$ cat config.mk
export PLATFORM = sky130hd
export DESIGN_NAME = aae_ctrl
export DESIGN_NICKNAME = d
export VERILOG_FILES = /design/src/aae_pkg.sv /design/src/aae_ctrl.sv
export SDC_FILE = /design/constraint.sdc
export NUM_CORES = 1
export LEC_CHECK = 0
export ABC_AREA = 1
export BUFFER_PORTS_ARGS = -buffer_cell sky130_fd_sc_hd__buf_2
export CAP_MARGIN = 20
export CORE_MARGIN = 3
export CORE_UTILIZATION = 50
export CTS_CLUSTER_DIAMETER = 30
export CTS_CLUSTER_SIZE = 8
export DETAILED_ROUTE_END_ITERATION = 16
export PLACE_DENSITY = 0.74
export SYNTH_ARGS = -nofsm -noshare
export SYNTH_HDL_FRONTEND = slang
export SYNTH_SLANG_ARGS = --single-unit
export TNS_END_PERCENT = 30
$ cat constraint.sdc
create_clock -name aclk -period 2.5 [get_ports aclk]
set_input_delay 0.375 -clock aclk [delete_from_list [all_inputs] [get_ports aclk]]
set_output_delay 0.375 -clock aclk [all_outputs]
set_load 0.005 [all_outputs]
$ cat src/aae_pkg.sv
// ----------------------------------------------------------------------------
// Adaptive arithmetic encoder package
// Shared types, constants and controller states for the encoder block.
// ----------------------------------------------------------------------------
package aae_pkg;

    localparam int unsigned MODELS    = 4;
    localparam int unsigned MODEL_W   = 2;
    localparam int unsigned IDX_W     = 9;
    localparam int unsigned ADDR_W    = MODEL_W + IDX_W;
    localparam int unsigned MEM_DEPTH = 1 << ADDR_W;
    localparam int unsigned FREQ_W    = 14;
    localparam int unsigned CODE_W    = 16;
    localparam int unsigned RANGE_W   = CODE_W + 1;
    localparam int unsigned PROD_W    = RANGE_W + FREQ_W;
    localparam int unsigned CNT_W     = 6;

    localparam logic [CODE_W-1:0] HALF_V  = 16'h8000;
    localparam logic [CODE_W-1:0] QTR_V   = 16'h4000;
    localparam logic [CODE_W-1:0] TQTR_V  = 16'hC000;
    localparam logic [CODE_W-1:0] FOLLOW_MAX = 16'hFFFF;
    localparam logic [FREQ_W-1:0] MAX_FREQ = 14'h3FFF;
    localparam logic [IDX_W-1:0]  MAX_CHARS = 9'd256;
    localparam logic [IDX_W-1:0]  LAST_SLOT = 9'd257;
    localparam logic [CNT_W-1:0]  MAX_RESULTS = 6'd33;
    localparam logic [CNT_W-1:0]  RENORM_LIMIT = 6'd34;

    localparam logic [1:0] KIND_ENCODE = 2'd0;
    localparam logic [1:0] KIND_UPDATE = 2'd1;
    localparam logic [1:0] KIND_FINISH = 2'd2;

    typedef struct packed {
        logic [1:0] kind;
        logic [1:0] model_sel;
        logic [7:0] sym_in;
    } in_item_t;

    typedef struct packed {
        logic        lead_bit;
        logic [15:0] follow_run;
        logic        last_out;
    } out_item_t;

    typedef enum logic [5:0] {
        ST_IDLE, ST_CLEAR, ST_INIT, ST_DISP,
        ST_E_S2R, ST_E_RANK, ST_E_ESC,
        ST_N_RDHI, ST_N_RDLO, ST_N_RDTOT, ST_N_CAPT,
        ST_N_MULHI, ST_N_DSHI, ST_N_WHI, ST_N_MULLO, ST_N_DSLO, ST_N_WLO,
        ST_N_APPLY, ST_N_RENORM, ST_N_DONE,
        ST_F_EMIT, ST_X_FLUSH,
        ST_U_RDC0, ST_U_C0, ST_U_SRD, ST_U_SWR, ST_U_SEND,
        ST_U_CIRD, ST_U_CIWR, ST_U_SYM, ST_U_SYMD, ST_U_FS,
        ST_U_SCRD, ST_U_SCMP, ST_U_SWCHK, ST_U_RB, ST_U_RA, ST_U_W2,
        ST_U_FRD, ST_U_FWR, ST_U_END
    } state_t;

    typedef struct packed {
        state_t op;
        logic   accept;
        logic   pick_clear;
    } cmd_t;

    typedef struct packed {
        logic       any_dirty;
        logic       item_ok;
        logic [1:0] kind;
        logic       rank_zero;
        logic       c0_big;
        logic       div_busy;
        logic       tot_zero;
        logic       rn_stop;
        logic       emit_stall;
        logic       i_zero;
        logic       ns_full;
        logic       sc_eq;
        logic       swap_need;
        logic       clr_last;
        logic       out_free;
        logic       hold_valid;
        logic       inc_final;
        logic       uni;
    } status_t;

    function automatic logic [ADDR_W-1:0] mem_idx(logic [MODEL_W-1:0] m,
                                                   logic [IDX_W-1:0] x);
        return {m, x};
    endfunction

endpackage

$ cat src/aae_ctrl.sv
// ----------------------------------------------------------------------------
// Encoder controller
// Sequences clearing, encoding, model update and result flushing.
// ----------------------------------------------------------------------------
module aae_ctrl (
    input  logic              aclk,
    input  logic              aresetn,
    input  logic              s_valid,
    output logic              s_ready,
    input  aae_pkg::status_t  sts,
    output aae_pkg::cmd_t     cmd
);

    aae_pkg::state_t state_reg, state_next;

    always_ff @(posedge aclk) begin
        if (!aresetn) begin
            state_reg <= aae_pkg::ST_IDLE;
        end else begin
            state_reg <= state_next;
        end
    end

    always_comb begin
        state_next     = state_reg;
        cmd.op         = state_reg;
        cmd.accept     = 1'b0;
        cmd.pick_clear = 1'b0;
        s_ready        = 1'b0;
        unique case (state_reg)
            aae_pkg::ST_IDLE: begin
                if (sts.any_dirty) begin
                    cmd.pick_clear = 1'b1;
                    state_next     = aae_pkg::ST_CLEAR;
                end else begin
                    s_ready = 1'b1;
                    if (s_valid) begin
                        cmd.accept = 1'b1;
                        state_next = aae_pkg::ST_DISP;
                    end
                end
            end
            aae_pkg::ST_CLEAR: if (sts.clr_last) state_next = aae_pkg::ST_INIT;
            aae_pkg::ST_INIT:  state_next = aae_pkg::ST_IDLE;
            aae_pkg::ST_DISP: begin
                if (!sts.item_ok) begin
                    state_next = aae_pkg::ST_IDLE;
                end else if (sts.kind == aae_pkg::KIND_FINISH) begin
                    state_next = aae_pkg::ST_F_EMIT;
                end else if (sts.kind == aae_pkg::KIND_ENCODE) begin
                    state_next = aae_pkg::ST_E_S2R;
                end else begin
                    state_next = aae_pkg::ST_U_RDC0;
                end
            end
            aae_pkg::ST_E_S2R:  state_next = aae_pkg::ST_E_RANK;
            aae_pkg::ST_E_RANK: begin
                state_next = sts.rank_zero ? aae_pkg::ST_E_ESC : aae_pkg::ST_N_RDHI;
            end
            aae_pkg::ST_E_ESC:   state_next = aae_pkg::ST_N_RDHI;
            aae_pkg::ST_N_RDHI:  state_next = aae_pkg::ST_N_RDLO;
            aae_pkg::ST_N_RDLO:  state_next = aae_pkg::ST_N_RDTOT;
            aae_pkg::ST_N_RDTOT: state_next = aae_pkg::ST_N_CAPT;
            aae_pkg::ST_N_CAPT:  state_next = aae_pkg::ST_N_MULHI;
            aae_pkg::ST_N_MULHI: begin
                state_next = sts.tot_zero ? aae_pkg::ST_N_DONE : aae_pkg::ST_N_DSHI;
            end
            aae_pkg::ST_N_DSHI:  state_next = aae_pkg::ST_N_WHI;
            aae_pkg::ST_N_WHI:   if (!sts.div_busy) state_next = aae_pkg::ST_N_MULLO;
            aae_pkg::ST_N_MULLO: state_next = aae_pkg::ST_N_DSLO;
            aae_pkg::ST_N_DSLO:  state_next = aae_pkg::ST_N_WLO;
            aae_pkg::ST_N_WLO:   if (!sts.div_busy) state_next = aae_pkg::ST_N_APPLY;
            aae_pkg::ST_N_APPLY: state_next = aae_pkg::ST_N_RENORM;
            aae_pkg::ST_N_RENORM: if (sts.rn_stop) state_next = aae_pkg::ST_N_DONE;
            aae_pkg::ST_N_DONE: begin
                state_next = sts.uni ? aae_pkg::ST_N_MULHI : aae_pkg::ST_X_FLUSH;
            end
            aae_pkg::ST_F_EMIT: if (!sts.emit_stall) state_next = aae_pkg::ST_X_FLUSH;
            aae_pkg::ST_X_FLUSH: begin
                if (!sts.hold_valid || sts.out_free) state_next = aae_pkg::ST_IDLE;
            end
            aae_pkg::ST_U_RDC0: state_next = aae_pkg::ST_U_C0;
            aae_pkg::ST_U_C0: begin
                state_next = sts.c0_big ? aae_pkg::ST_U_SRD : aae_pkg::ST_U_SYM;
            end
            aae_pkg::ST_U_SRD: begin
                state_next = sts.i_zero ? aae_pkg::ST_U_SEND : aae_pkg::ST_U_SWR;
            end
            aae_pkg::ST_U_SWR:  state_next = aae_pkg::ST_U_SRD;
            aae_pkg::ST_U_SEND: state_next = aae_pkg::ST_U_CIRD;
            aae_pkg::ST_U_CIRD: begin
                if (!sts.i_zero) begin
                    state_next = aae_pkg::ST_U_CIWR;
                end else begin
                    state_next = sts.inc_final ? aae_pkg::ST_U_END : aae_pkg::ST_U_SYM;
                end
            end
            aae_pkg::ST_U_CIWR: state_next = aae_pkg::ST_U_CIRD;
            aae_pkg::ST_U_SYM:  state_next = aae_pkg::ST_U_SYMD;
            aae_pkg::ST_U_SYMD: begin
                if (!sts.rank_zero) begin
                    state_next = aae_pkg::ST_U_FS;
                end else begin
                    state_next = sts.ns_full ? aae_pkg::ST_U_END : aae_pkg::ST_U_FRD;
                end
            end
            aae_pkg::ST_U_FS: state_next = aae_pkg::ST_U_SCRD;
            aae_pkg::ST_U_SCRD: begin
                state_next = sts.i_zero ? aae_pkg::ST_U_SWCHK : aae_pkg::ST_U_SCMP;
            end
            aae_pkg::ST_U_SCMP: begin
                state_next = sts.sc_eq ? aae_pkg::ST_U_SCRD : aae_pkg::ST_U_SWCHK;
            end
            aae_pkg::ST_U_SWCHK: begin
                state_next = sts.swap_need ? aae_pkg::ST_U_RB : aae_pkg::ST_U_FRD;
            end
            aae_pkg::ST_U_RB:  state_next = aae_pkg::ST_U_RA;
            aae_pkg::ST_U_RA:  state_next = aae_pkg::ST_U_W2;
            aae_pkg::ST_U_W2:  state_next = aae_pkg::ST_U_FRD;
            aae_pkg::ST_U_FRD: state_next = aae_pkg::ST_U_FWR;
            aae_pkg::ST_U_FWR: state_next = aae_pkg::ST_U_CIRD;
            aae_pkg::ST_U_END: state_next = aae_pkg::ST_X_FLUSH;
            default:           state_next = aae_pkg::ST_IDLE;
        endcase
    end

endmodule

==> summary.txt <==
GRT
  – First-pass GRT wire length: 5730 microns
  – M1 GR Usage: 0.383
  – Grt peak-use layer: met2
  – Met3 Usage GRT: 0.0504
  – Tot GR Track Use: 0.292
  – Initial antenna violation count: 0
  – Grt total ovfl: 0
  – Met2 global-route usage: 0.474
  – Vias in the first global route: 1266
  – Largest net degree at the start of global routing: 18

Setup path
  – Critical path class: flop to output pin
  – Worst endpoint required time: 2.12 ns
  – Crit path max fanout: 17
  – Buf/Inv on CP: 1
  – Ordered cell list for the critical path: nor2_2 -> nand3_1 -> nor2_1 -> buf_2
  – CP max stage cell: nor2_2
  – Cell family with most CP delay: simple AND/OR/NAND/NOR gates
  – Startpoint Class: flop
  – Worst EP arrival: 1.67 ns
  – Worst setup EP type: output pin
  – Max stage delay on crit path: 0.58 ns

Die
  – Row cnt: 15
  – Chip Width: 50.6 microns
  – Initial core utilization: 0.553
  – Die area: 2560 sq um
  – Core area: 1800 sq um
  – Height of the chip: 50.6 microns
  – IO Pins: 31

Drt
  – Vias: 1532
  – Post-Route WL: 3510 microns
  – Post-route ant nets: 0
  – Drt wl/cell: 13.9 microns
  – DR pass1 iterations: 5
  – DRT iter0 DRCs: 168
  – Vias/cell: 6.06
  – Residual DRC: 0

Placed design
  – HPWL Detailed: 2830 microns
  – GPL Wtd Cong: 1.09
  – Post-DP Area: 1170 sq um
  – IO Port Bufs: 30

STA
  – Clock skew: 0.00345 ns
  – Crit share post-route: 0.818
  – Max-slew violation count: 0
  – Endpoints failing setup: 0
  – Slew margin rel.: 0.543
  – RSZ-0062 raised after global routing: no
  – Fin. Hold Viols: 0
  – Slew at the pin with the worst max-slew slack: 0.685 ns
  – Fin crit period: 2.04 ns
  – Setup TNS: 0 ns
  – Maximum clock rate: 0.489 GHz

Run status
  – Outcome: finished, final reports clean

Yosys
  – Post-synth top area cell: nand2_1
  – Async set or reset register ratio after synthesis: 0
  – EDFF count, synth: 0
  – Number of synthesis warnings: 0
  – Syn Inst Count: 197
  – Sequential area share after synthesis: 0.121
  – Yosys reg bits: 6
  – Syn avg cell area: 5.06 sq um
  – Top-area cell type share of the netlist area: 0.211
  – Dominant synthesized flop cell: dfxtp_1
  – Synth area leaders: nand2_1 21%, nand3_1 15%, dfxtp_1 12%
  – Net Count, Synth: 219
  – Synth unique cells: 22
  – Synthesized area: 996 sq um

Clocking
  – # clock sinks: 6
  – H-tree levels: 1
  – Post-CTS resize count: 0
  – Clock latency on the worst-skew pair: 0.25 ns
  – Deepest clock path buffer count: 2
  – TritonCTS buffer count: 3
  – CTS tree: yes
  – Root buf cell: clkbuf_4
  – Worst-path clk slew: 0.04 ns
  – Post-cts hold buffer count: 0
  – Post-CTS setup buffer count: 0

Cells and area
  – Post-route design area: 1190 sq um
  – Share of cells above drive strength 1: 0.211
  – P&R area growth vs syn: 19.5%
  – Number of flip-flops under the largest register name: 6
  – Nets: 252
  – N_diodes: 0

Power
  – Sequential share of power: 0.221
  – Clock share of power: 0.114
  – Overall power: 0.000766 W
  – Maximum vdd ir drop: 0.000663 V
  – P_sw: 0.000431 W
  – Pint: 0.000334 W
  – Leak: 0.673 nW
  – Pwr dens: 644 nW/um^2
  – Sw Ratio: 0.563
  – Logic pwr share: 0.665

Flow run
  – # Max-Cap Violations: 0

Hold path
  – Hold Path Class: input pin to flop
==> cells by family after synthesis <==
logic type             synth area share
flip-flops                        0.121
AO/OA/AOI/OAI                     0.121
AND/OR/NAND/NOR                   0.651
buffers and inverters             0.108
==> placed cells by master, fill, tap and decap left out <==
cell       count
nand2_1       56
nor2_1        32
buf_2         30
nand3_1       29
inv_1         20
nand4_1       12
a21oi_1        8
o21ai_0        7
nor2_2         6
dfxtp_1        6
inv_2          4
clkbuf_4       3
nor2_4         2
nand2_2        2
nand3b_1       2
nor3_1         2
o21ai_1        1
o311a_1        1
o31ai_1        1
a31oi_1        1
o21a_1         1
o2111ai_1      1
buf_4          1
==> worst reg2reg max path, stage by stage (launching register included) <==
cell and delay (ns):
dfxtp_1 0.46, inv_1 0.11, nor2_2 0.42, nand3_1 0.22, nand2_1 0.12, nand2_1 0.05, o21ai_1 0.08, nor2_1 0.07
nand2_2 0.10, inv_2 0.06, nand2_1 0.07, a21oi_1 0.06
==> final timing paths <==
path,end,start,slack (ns),cells after the start
worst min-delay path,state_reg[1],sts[10],0.43,4
worst max register to register,state_reg[1],state_reg[4],0.57,11
worst max-delay path,cmd[1],state_reg[4],0.46,4
worst min register to register,state_reg[2],state_reg[2],0.55,2
==> Yosys cell counts (all sizes together) (2+ instances only) <==
library cell   n
a21oi          8
buf            3
dfxtp          6
inv           24
nand2         58
nand3         29
nand3b         2
nand4         12
nor2          40
nor3           2
o21ai          8
==> layout make-up <==
cell class / instances / area (sq um)
multi-input combinational: 164 / 768
fill: 193 / 612
timing repair buffer: 31 / 158
sequential: 6 / 120
inverter: 24 / 90.1
tap: 25 / 31.3
clock buffer: 3 / 22.5
==> metal layers <==
metal | vias up | part of all wire
met5 | - | 0
met4 | 0 | 0.035
met3 | 25 | 0.14
met2 | 137 | 0.44
met1 | 651 | 0.38
li1 | 719 | -
==> per-stage QoR <==
| step | setup WS (ns) | util | hold slack [ns] | instances |
|---|---|---|---|---|
| after floorplan | 1.07 | - | 0.509 | 197 |
| after global placement | 0.722 | 0.648 | 0.530 | 250 |
| after detailed placement | 0.624 | 0.648 | 0.544 | 250 |
| after CTS | 0.499 | 0.660 | 0.437 | 253 |
| after global routing | 0.315 | 0.660 | 0.462 | 253 |
| final | 0.456 | 0.660 | 0.432 | 253 |
==> power groups by stage <==
stage	Sequential, W	Clock [W]	Combinational (W)
2_1_floorplan	0.000163	0	0.000341
5_1_grt	0.000174	0.0000930	0.000574
3_3_place_gp	0.000166	0	0.000493
4_1_cts	0.000168	0.0000880	0.000495
6_report	0.000169	0.0000877	0.000509
3_5_place_dp	0.000168	0	0.000493
No activity file was read; power rests on OpenSTA's default activity.
